--- config.mk ---
export PLATFORM = sky130hd
export DESIGN_NAME = gfba_init_walk
export DESIGN_NICKNAME = d
export VERILOG_FILES = /design/src/rtl/gfba_pkg.sv /design/src/rtl/gfba_init_walk.sv
export SDC_FILE = /design/constraint.sdc
export NUM_CORES = 1
export LEC_CHECK = 0
export BUFFER_PORTS_ARGS = -buffer_cell sky130_fd_sc_hd__buf_4
export CAP_MARGIN = 20
export CORE_UTILIZATION = 46
export DETAILED_ROUTE_END_ITERATION = 8
export PLACE_DENSITY = 0.86
export SKIP_CTS_REPAIR_TIMING = 1
export SLEW_MARGIN = 10
export SYNTH_ARGS = -nofsm -noshare
export SYNTH_HDL_FRONTEND = slang
export SYNTH_SLANG_ARGS = --single-unit
--- constraint.sdc ---
create_clock -name clk -period 4.65 [get_ports clk]
set_clock_uncertainty 0.2 [all_clocks]
set_input_delay 0.2325 -clock clk [delete_from_list [all_inputs] [get_ports clk]]
set_output_delay 0.2325 -clock clk [all_outputs]
set_load 0.1 [all_outputs]
--- src/rtl/gfba_pkg.sv ---
// ----------------------------------------------------------------------------
// gfba_pkg
// Shared types and codes of the grouped free-block allocator.
// ----------------------------------------------------------------------------
package gfba_pkg;

  localparam int BLK_PORT_W = 10;
  localparam int CNT_PORT_W = 5;

  localparam logic OP_ALLOC   = 1'b0;
  localparam logic OP_RELEASE = 1'b1;

  localparam logic ST_DONE  = 1'b0;
  localparam logic ST_EMPTY = 1'b1;

  typedef enum logic [2:0] {
    S_INIT = 3'b001,
    S_IDLE = 3'b010,
    S_EXEC = 3'b100
  } state_t;

  typedef struct packed {
    logic wr;
    logic done;
  } walk_ctl_t;

endpackage

--- src/rtl/gfba_init_walk.sv ---
// ----------------------------------------------------------------------------
// gfba_init_walk
// Post-reset walk that writes the formatted chain into the link memory.
// ----------------------------------------------------------------------------
module gfba_init_walk #(
  parameter int GROUP      = 16,
  parameter int NUM_BLOCKS = 1024,
  parameter int BW         = 10,
  parameter int CW         = 5
) (
  input  logic                    clk,
  input  logic                    rst,
  output gfba_pkg::walk_ctl_t     ctl,
  output logic [BW-1:0]           addr,
  output logic [CW+GROUP*BW-1:0]  row
);
  import gfba_pkg::*;

  localparam int DW = (GROUP > 2) ? $clog2(GROUP) : 1;

  logic [BW-1:0] idx;
  logic [DW-1:0] gpos;
  logic          busy;
  logic [BW-1:0] rem;
  logic [CW-1:0] cnt;
  logic          chain;

  always_ff @(posedge clk) begin
    if (rst) begin
      idx  <= '0;
      gpos <= '0;
      busy <= 1'b1;
    end else if (busy) begin
      idx  <= idx + 1'b1;
      gpos <= (gpos == DW'(GROUP - 1)) ? '0 : gpos + 1'b1;
      if (idx == BW'(NUM_BLOCKS - 1)) begin
        busy <= 1'b0;
      end
    end
  end

  // Entries are stored by depth: depth d reloads to stack depth d.
  always_comb begin
    rem   = BW'(NUM_BLOCKS - 1) - idx;
    chain = (gpos == DW'(GROUP - 1));
    if (!chain) begin
      cnt = '0;
    end else if (32'(rem) >= GROUP) begin
      cnt = CW'(GROUP);
    end else begin
      cnt = CW'(rem);
    end
    row[GROUP*BW +: CW] = cnt;
    for (int d = 0; d < GROUP; d++) begin
      row[d*BW +: BW] = BW'(32'(idx) + 32'(cnt) - d);
    end
  end

  assign addr     = idx;
  assign ctl.wr   = busy;
  assign ctl.done = !busy;

endmodule

==> results of run 1 <==
cell families after synthesis:
group | Yosys count | synth area share
AO/OA/AOI/OAI | 51 | 0.118
XOR/XNOR | 110 | 0.322
adder cells (fa/ha/maj) | 23 | 0.0954
buffers and inverters | 85 | 0.153
flip-flops | 15 | 0.0970
multiplexers | 2 | 0.00647
AND/OR/NAND/NOR | 137 | 0.208
cells in the mapped netlist (all sizes together) (2+ instances only):
cell type,count
a2111oi,2
a211oi,3
a21boi,2
a21o,3
a21oi,20
and2,2
buf,51
clkbuf,8
dfxtp,15
ha,22
inv,25
mux2i,2
nand2,52
nand3,27
nand4,4
nor2,32
nor2b,3
nor3,4
nor3b,3
o2111a,2
o211a,3
o211ai,2
o21ai,9
or3,4
xnor2,86
xor2,24
stage by stage:
stage	std cells	setup WS [ns]	cell area, um2	hold slack [ns]
2_1_floorplan	423	-1.26	4960	0.0919
3_3_place_gp	653	0.340	6290	0.280
==> flow_metrics.py, run 1 <==
metrics = {
    "run_status": {
        "status": "did not finish",
        "haltStage": "3_5_place_dp",
        "error": "[ERROR DPL-0033] detailed placement checks failed during check placement.",
    },
    "synth": {
        "synthTopCellsByArea": "xnor2_1, dfxtp_1, ha_1",
        "yosysSeqAreaShare": 0.0970,
        "yosys.area.top_type": "xnor2_1",
        "ys_warn_count": 0,
        "synth_seq_cells": 15,
        "async_flop_share": 0,
        "postSynthCellCount": 423,
        "ys.flop_type": "dfxtp_1",
        "synth_nets": 448,
        "synth-edff-count": 0,
        "yosysTopAreaCellShare": 0.238,
        "ys_types": 52,
        "avgSynthCellArea_um2": 7.32,
        "synth_area_um2": 3100,
    },
    "die": {
        "io_pins": 179,
        "dieWidth_um": 84.0,
        "initial_utilization": 0.482,
        "dieHeight_um": 84.0,
        "rows": 29,
    },
    "placement": {
        "hpwlAfterDp_um": 14500,
        "io_buffers": 178,
        "finalWeightedCongestion": 0.869,
    },
}
==> run 2, diff against run 1 <==
--- a/config.mk
+++ b/config.mk
@@ -7,9 +7,9 @@
 export LEC_CHECK = 0
 export BUFFER_PORTS_ARGS = -buffer_cell sky130_fd_sc_hd__buf_4
 export CAP_MARGIN = 20
-export CORE_UTILIZATION = 46
+export CORE_UTILIZATION = 40
 export DETAILED_ROUTE_END_ITERATION = 8
-export PLACE_DENSITY = 0.86
+export PLACE_DENSITY_LB_ADDON = 0.15
 export SKIP_CTS_REPAIR_TIMING = 1
 export SLEW_MARGIN = 10
 export SYNTH_ARGS = -nofsm -noshare
==> flow_metrics.py, run 2 <==
metrics = {
    "run_status": {
        "status": "completed",
    },
    "placement": {
        "hpwlAfterDp_um": 8860,
        "placed_area_um2": 6250,
        "finalWeightedCongestion": 0.891,
        "io_buffers": 178,
        "place_ws_ns": 0.133,
    },
    "sta": {
        "fmax_mhz": 222,
        "holdWs_ns": 0.0566,
        "finalCriticalPeriod_ns": 4.51,
        "worst_slack_ns": 0.142,
        "worst_slew_pin_slew_ns": 0.780,
        "period_share": 0.969,
        "finalHoldViolations": 0,
        "rsz0062_at_grt": "true",
        "drv_slew": 0,
        "setup_viol": 0,
        "relSlewSlack": 0.480,
    },
    "power": {
        "peakVddDrop_mv": 0.304,
        "p_leak_nw": 2.77,
        "powerDensity_nw_per_um2": 221,
    },
    "synth": {
        "synth-simple-area-share": 0.208,
        "avgSynthCellArea_um2": 7.32,
        "ys.flop_type": "dfxtp_1",
        "async_flop_share": 0,
        "synth_mux_area_frac": 0.00647,
        "yosysSeqAreaShare": 0.0970,
        "yosys.area.top_type": "xnor2_1",
        "yosysMostFrequentCell": "xnor2_1",
        "synth_seq_cells": 15,
        "ys_types": 52,
        "synth_top_family_by_area": "XOR/XNOR gates",
        "yosysTopAreaCellShare": 0.238,
        "synthTopCellsByCount": "xnor2_1, nand2_1, buf_4",
        "synth-edff-count": 0,
        "synthTopCellsByArea": "xnor2_1, dfxtp_1, ha_1",
        "synth_nets": 448,
        "synth_adder_area_share": 0.0954,
        "synth_compound_area_frac": 0.118,
        "synth_area_um2": 3100,
        "ys_warn_count": 0,
        "postSynthCellCount": 423,
        "synth-xor-area-share": 0.322,
    },
    "clocking": {
        "clock-sinks": 15,
        "cts-root-buf": "clkbuf_8",
        "cts.htree.levels": 1,
        "clk_pin_slew_ns": 0.06,
        "numCtsBuffers": 3,
        "tritoncts": "yes",
        "clockBufferDepth": 2,
        "clk_latency_ns": 0.25,
    },
    "die": {
        "io_pins": 179,
        "die_area_um2": 8090,
        "rows": 31,
        "core_region_area_um2": 7370,
        "initial_utilization": 0.420,
        "dieHeight_um": 90.0,
        "dieWidth_um": 90.0,
    },
    "final_layout": {
        "syn2layout_area_growth_pct": 112,
        "drive_above_1_share": 0.679,
        "register_area_um2": 322,
        "final_common_cell": "buf_4",
        "nFillCells": 321,
        "post-route-util": 0.892,
        "multi_input_area_um2": 4260,
        "stdcell_area_um2": 6580,
        "antenna_cells": 0,
        "final_nets": 609,
        "largest_reg_flops": 10,
        "layout_common_cells": "buf_4, xnor2_4, nand2_1, nand3_1, xor2_4",
    },
    "setup_path": {
        "crit_required_ns": 4.22,
        "critPathLaunchType": "register",
        "crit_fanout": 8,
        "arrival_ns": 4.08,
        "r2r_slack_ns": 2.63,
        "critical_path_class": "register to output port",
        "critPathCaptureType": "output port",
    },
    "detailed_routing": {
        "firstDrtPassIters": 4,
        "dr.first_iter.drc_count": 160,
        "viasPerCell": 5.25,
        "vias": 3583,
        "ant_nets": 0,
        "wl_per_cell_um": 17.9,
        "drcViolationCount": 0,
        "drt-total-wl_um": 12200,
    },
    "grt": {
        "grt_use_total": 0.264,
        "grt_pass1_vias": 3424,
        "antenna_found_initial": 0,
        "grt_max_degree": 21,
        "grt_pass1_wl_um": 17600,
        "grt.overflow.total": 0,
    },
    "job": {
        "drv_cap": 0,
    },
    "worst_hold_path": {
        "hp-class": "input port to register",
    },
}
-- run 2: cell counts after synthesis --
No cell type changed its count.
-- run 2: where the power goes --
| group | switching [mW] | internal, mW |
|---|---|---|
| Sequential | 0.00888 | 0.130 |
| Clock | 0.0463 | 0.0606 |
| Combinational | 0.941 | 0.268 |
| Total | 0.996 | 0.459 |
-- run 2: critical path, cell delays in order (launching register included) --
cell and delay, ns:
dfxtp_1 0.39, ha_1 0.22, nand3_1 0.17, or3_4 0.48, nor2_4 0.11, ha_1 0.28
a21oi_2 0.17, and2_2 0.25, xnor2_4 0.17, ha_2 0.40, nor2b_1 0.32, nor3_1 0.08
buf_4 0.17, nand2_1 0.16, xnor2_4 0.13, buf_4 0.31
-- run 2: stage by stage --
step                power [mW]  instances  TNS, ns
CTS                       1.43        672   -0.776
finish                    1.45        682        0
global placement          1.31        668        0
global route              1.49        682   -0.204
detailed placement        1.32        668        0
floorplan                 1.18        423   -96.11
-- run 2: cell families (layout without fill, tap and decap cells) --
kind of cell | Yosys count | in the layout
and+or+nand+nor | 137 | 137
xor gates and xnor gates | 110 | 111
buffers and inverters | 85 | 244
AOI/OAI and AO/OA | 51 | 51
adders and majority gates | 23 | 23
DFF | 15 | 15
muxes | 2 | 2
-- run 2: final cells by class --
cell class,count,area share
Sequential cell,15,0.0489
Timing Repair Buffer,214,0.257
Tap cell,99,0.0188
Clock buffer,4,0.00685
Inverter,26,0.0209
Multi-Input combinational cell,324,0.647
-- run 2: layer usage --
layer	vias to the layer above	track usage	share of wire
met3	23	0.0220	0.053
met4	0	0.0726	0.020
li1	1678	-	-
met1	1718	0.316	0.38
met5	-	0	0
met2	164	0.503	0.55
-- run 2: path summary, 6_finish.rpt --
kind                            startpoint        to  cells after the start
worst max-delay path               gpos[0]  row[138]                     15
worst min-delay path                   rst   addr[7]                      2
worst max register to register        busy   addr[9]                      4
worst min register to register     addr[7]   addr[7]                      2
Note: power is estimated with default switching activity, not from simulation.
==> run 3, diff against run 2 <==
--- a/config.mk
+++ b/config.mk
@@ -9,7 +9,7 @@
 export CAP_MARGIN = 20
 export CORE_UTILIZATION = 40
 export DETAILED_ROUTE_END_ITERATION = 8
-export PLACE_DENSITY_LB_ADDON = 0.15
+export PLACE_DENSITY = 0.79
 export SKIP_CTS_REPAIR_TIMING = 1
 export SLEW_MARGIN = 10
 export SYNTH_ARGS = -nofsm -noshare
==> flow_metrics.py, run 3 (synthesized netlist as in run 2, its figures left out) <==
metrics = {
    "die": {
        "initial_utilization": 0.420,
        "dieHeight_um": 90.0,
        "io_pins": 179,
        "dieWidth_um": 90.0,
        "rows": 31,
        "die_area_um2": 8090,
        "core_region_area_um2": 7370,
    },
    "setup_path": {
        "critPathLaunchType": "register",
        "critPathCaptureType": "output port",
        "crit_fanout": 7,
        "critical_path_class": "register to output port",
        "arrival_ns": 4.11,
        "rr_startpoint": "busy",
        "crit_required_ns": 4.22,
        "r2r_slack_ns": 2.59,
        "crit_start": "gpos[1]",
    },
    "placement": {
        "io_buffers": 178,
        "hpwlAfterDp_um": 9100,
        "finalWeightedCongestion": 0.843,
    },
    "detailed_routing": {
        "drt-total-wl_um": 11900,
        "vias": 3614,
        "ant_nets": 0,
        "wl_per_cell_um": 17.4,
        "dr.first_iter.drc_count": 111,
        "firstDrtPassIters": 4,
        "viasPerCell": 5.27,
        "drcViolationCount": 0,
    },
    "worst_hold_path": {
        "hp-start": "rst",
        "hp-class": "input port to register",
    },
    "power": {
        "peakVddDrop_mv": 0.343,
        "switching_share": 0.684,
        "power_frac_seq": 0.096,
        "power.switching_uw": 988,
        "combPwrFrac": 0.831,
        "p_clk_frac": 0.072,
        "p_int_uw": 457,
        "p_leak_nw": 2.75,
        "powerDensity_nw_per_um2": 222,
    },
    "final_layout": {
        "largest_reg_flops": 10,
        "syn2layout_area_growth_pct": 111,
        "layout_common_cells": "buf_4, xnor2_4, nand2_1, nand3_1, nor2_1",
        "drive_above_1_share": 0.664,
        "post-route-util": 0.885,
        "final_nets": 613,
        "antenna_cells": 0,
        "final_common_cell": "buf_4",
    },
    "sta": {
        "setup_viol": 0,
        "finalCriticalPeriod_ns": 4.55,
        "relSlewSlack": 0.464,
        "rsz0062_at_grt": "true",
        "fmax_mhz": 220,
        "holdWs_ns": 0.0644,
        "drv_slew": 0,
        "finalHoldViolations": 0,
        "worst_slew_pin_slew_ns": 0.804,
        "period_share": 0.978,
    },
    "grt": {
        "antenna_found_initial": 0,
        "grt_use_total": 0.279,
        "grt.overflow.total": 0,
        "grt_pass1_wl_um": 18500,
        "grt_max_degree": 21,
        "grt_pass1_vias": 3564,
    },
    "clocking": {
        "clk_latency_ns": 0.24,
        "tritoncts": "yes",
        "cts-root-buf": "clkbuf_8",
        "clk_pin_slew_ns": 0.06,
        "numCtsBuffers": 3,
        "clockBufferDepth": 2,
        "cts.htree.levels": 1,
        "clock-sinks": 15,
    },
    "run_status": {
        "status": "completed",
    },
    "job": {
        "drv_cap": 0,
    },
}
==> run 3: per-stage QoR <==
step | total power [mW] | instance area [um2] | worst slack (ns) | setup TNS, ns | instances
after global placement | 1.31 | 6290 | 0.314 | 0 | 673
after global routing | 1.48 | 6520 | -0.0671 | -0.271 | 686
after CTS | 1.43 | 6340 | -0.0734 | -0.465 | 677
final | 1.45 | 6520 | 0.104 | 0 | 686
after floorplan | 1.18 | 4960 | -1.26 | -96.11 | 423
after detailed placement | 1.33 | 6290 | 0.197 | 0 | 673
==> run 3: worst max-delay path, cell delays in order, from the launching register on <==
cell      delay (ns)
dfxtp_1         0.37
ha_1            0.20
nand3_1         0.17
or3_4           0.47
nor2_4          0.11
ha_2            0.34
a21oi_1         0.22
and2_2          0.23
xnor2_4         0.12
inv_2           0.07
buf_4           0.19
ha_1            0.28
a311oi_2        0.36
buf_4           0.19
nand2_1         0.13
xnor2_4         0.21
buf_12          0.19
==> run 3: final timing paths <==
check	cells after the start	endpoint
setup / recovery	16	row[79]
hold / removal	2	addr[0]
setup reg to reg	4	addr[9]
hold reg to reg	2	gpos[3]
==> run 3: power groups by stage <==
stage	clock, mW	sequential (mW)	combinational (mW)
after floorplan	0	0.157	1.03
after global placement	0	0.142	1.17
after detailed placement	0	0.142	1.19
after CTS	0.104	0.139	1.19
after global routing	0.113	0.140	1.23
final	0.105	0.139	1.20
==> run 3: area by class of cell <==
type                       count  area, um2
tap                           99        124
multi-input combinational    323       4190
timing repair buffer         219       1700
clock buffer                   4       45.0
inverter                      26        138
sequential                    15        323
fill                         361        848
==> run 3: layer usage <==
metal,track usage,part of all wire,vias to the layer above
met4,0.0632,0.028,0
met5,0,0,-
met1,0.339,0.38,1760
met3,0.0271,0.049,29
met2,0.528,0.54,153
li1,-,-,1672
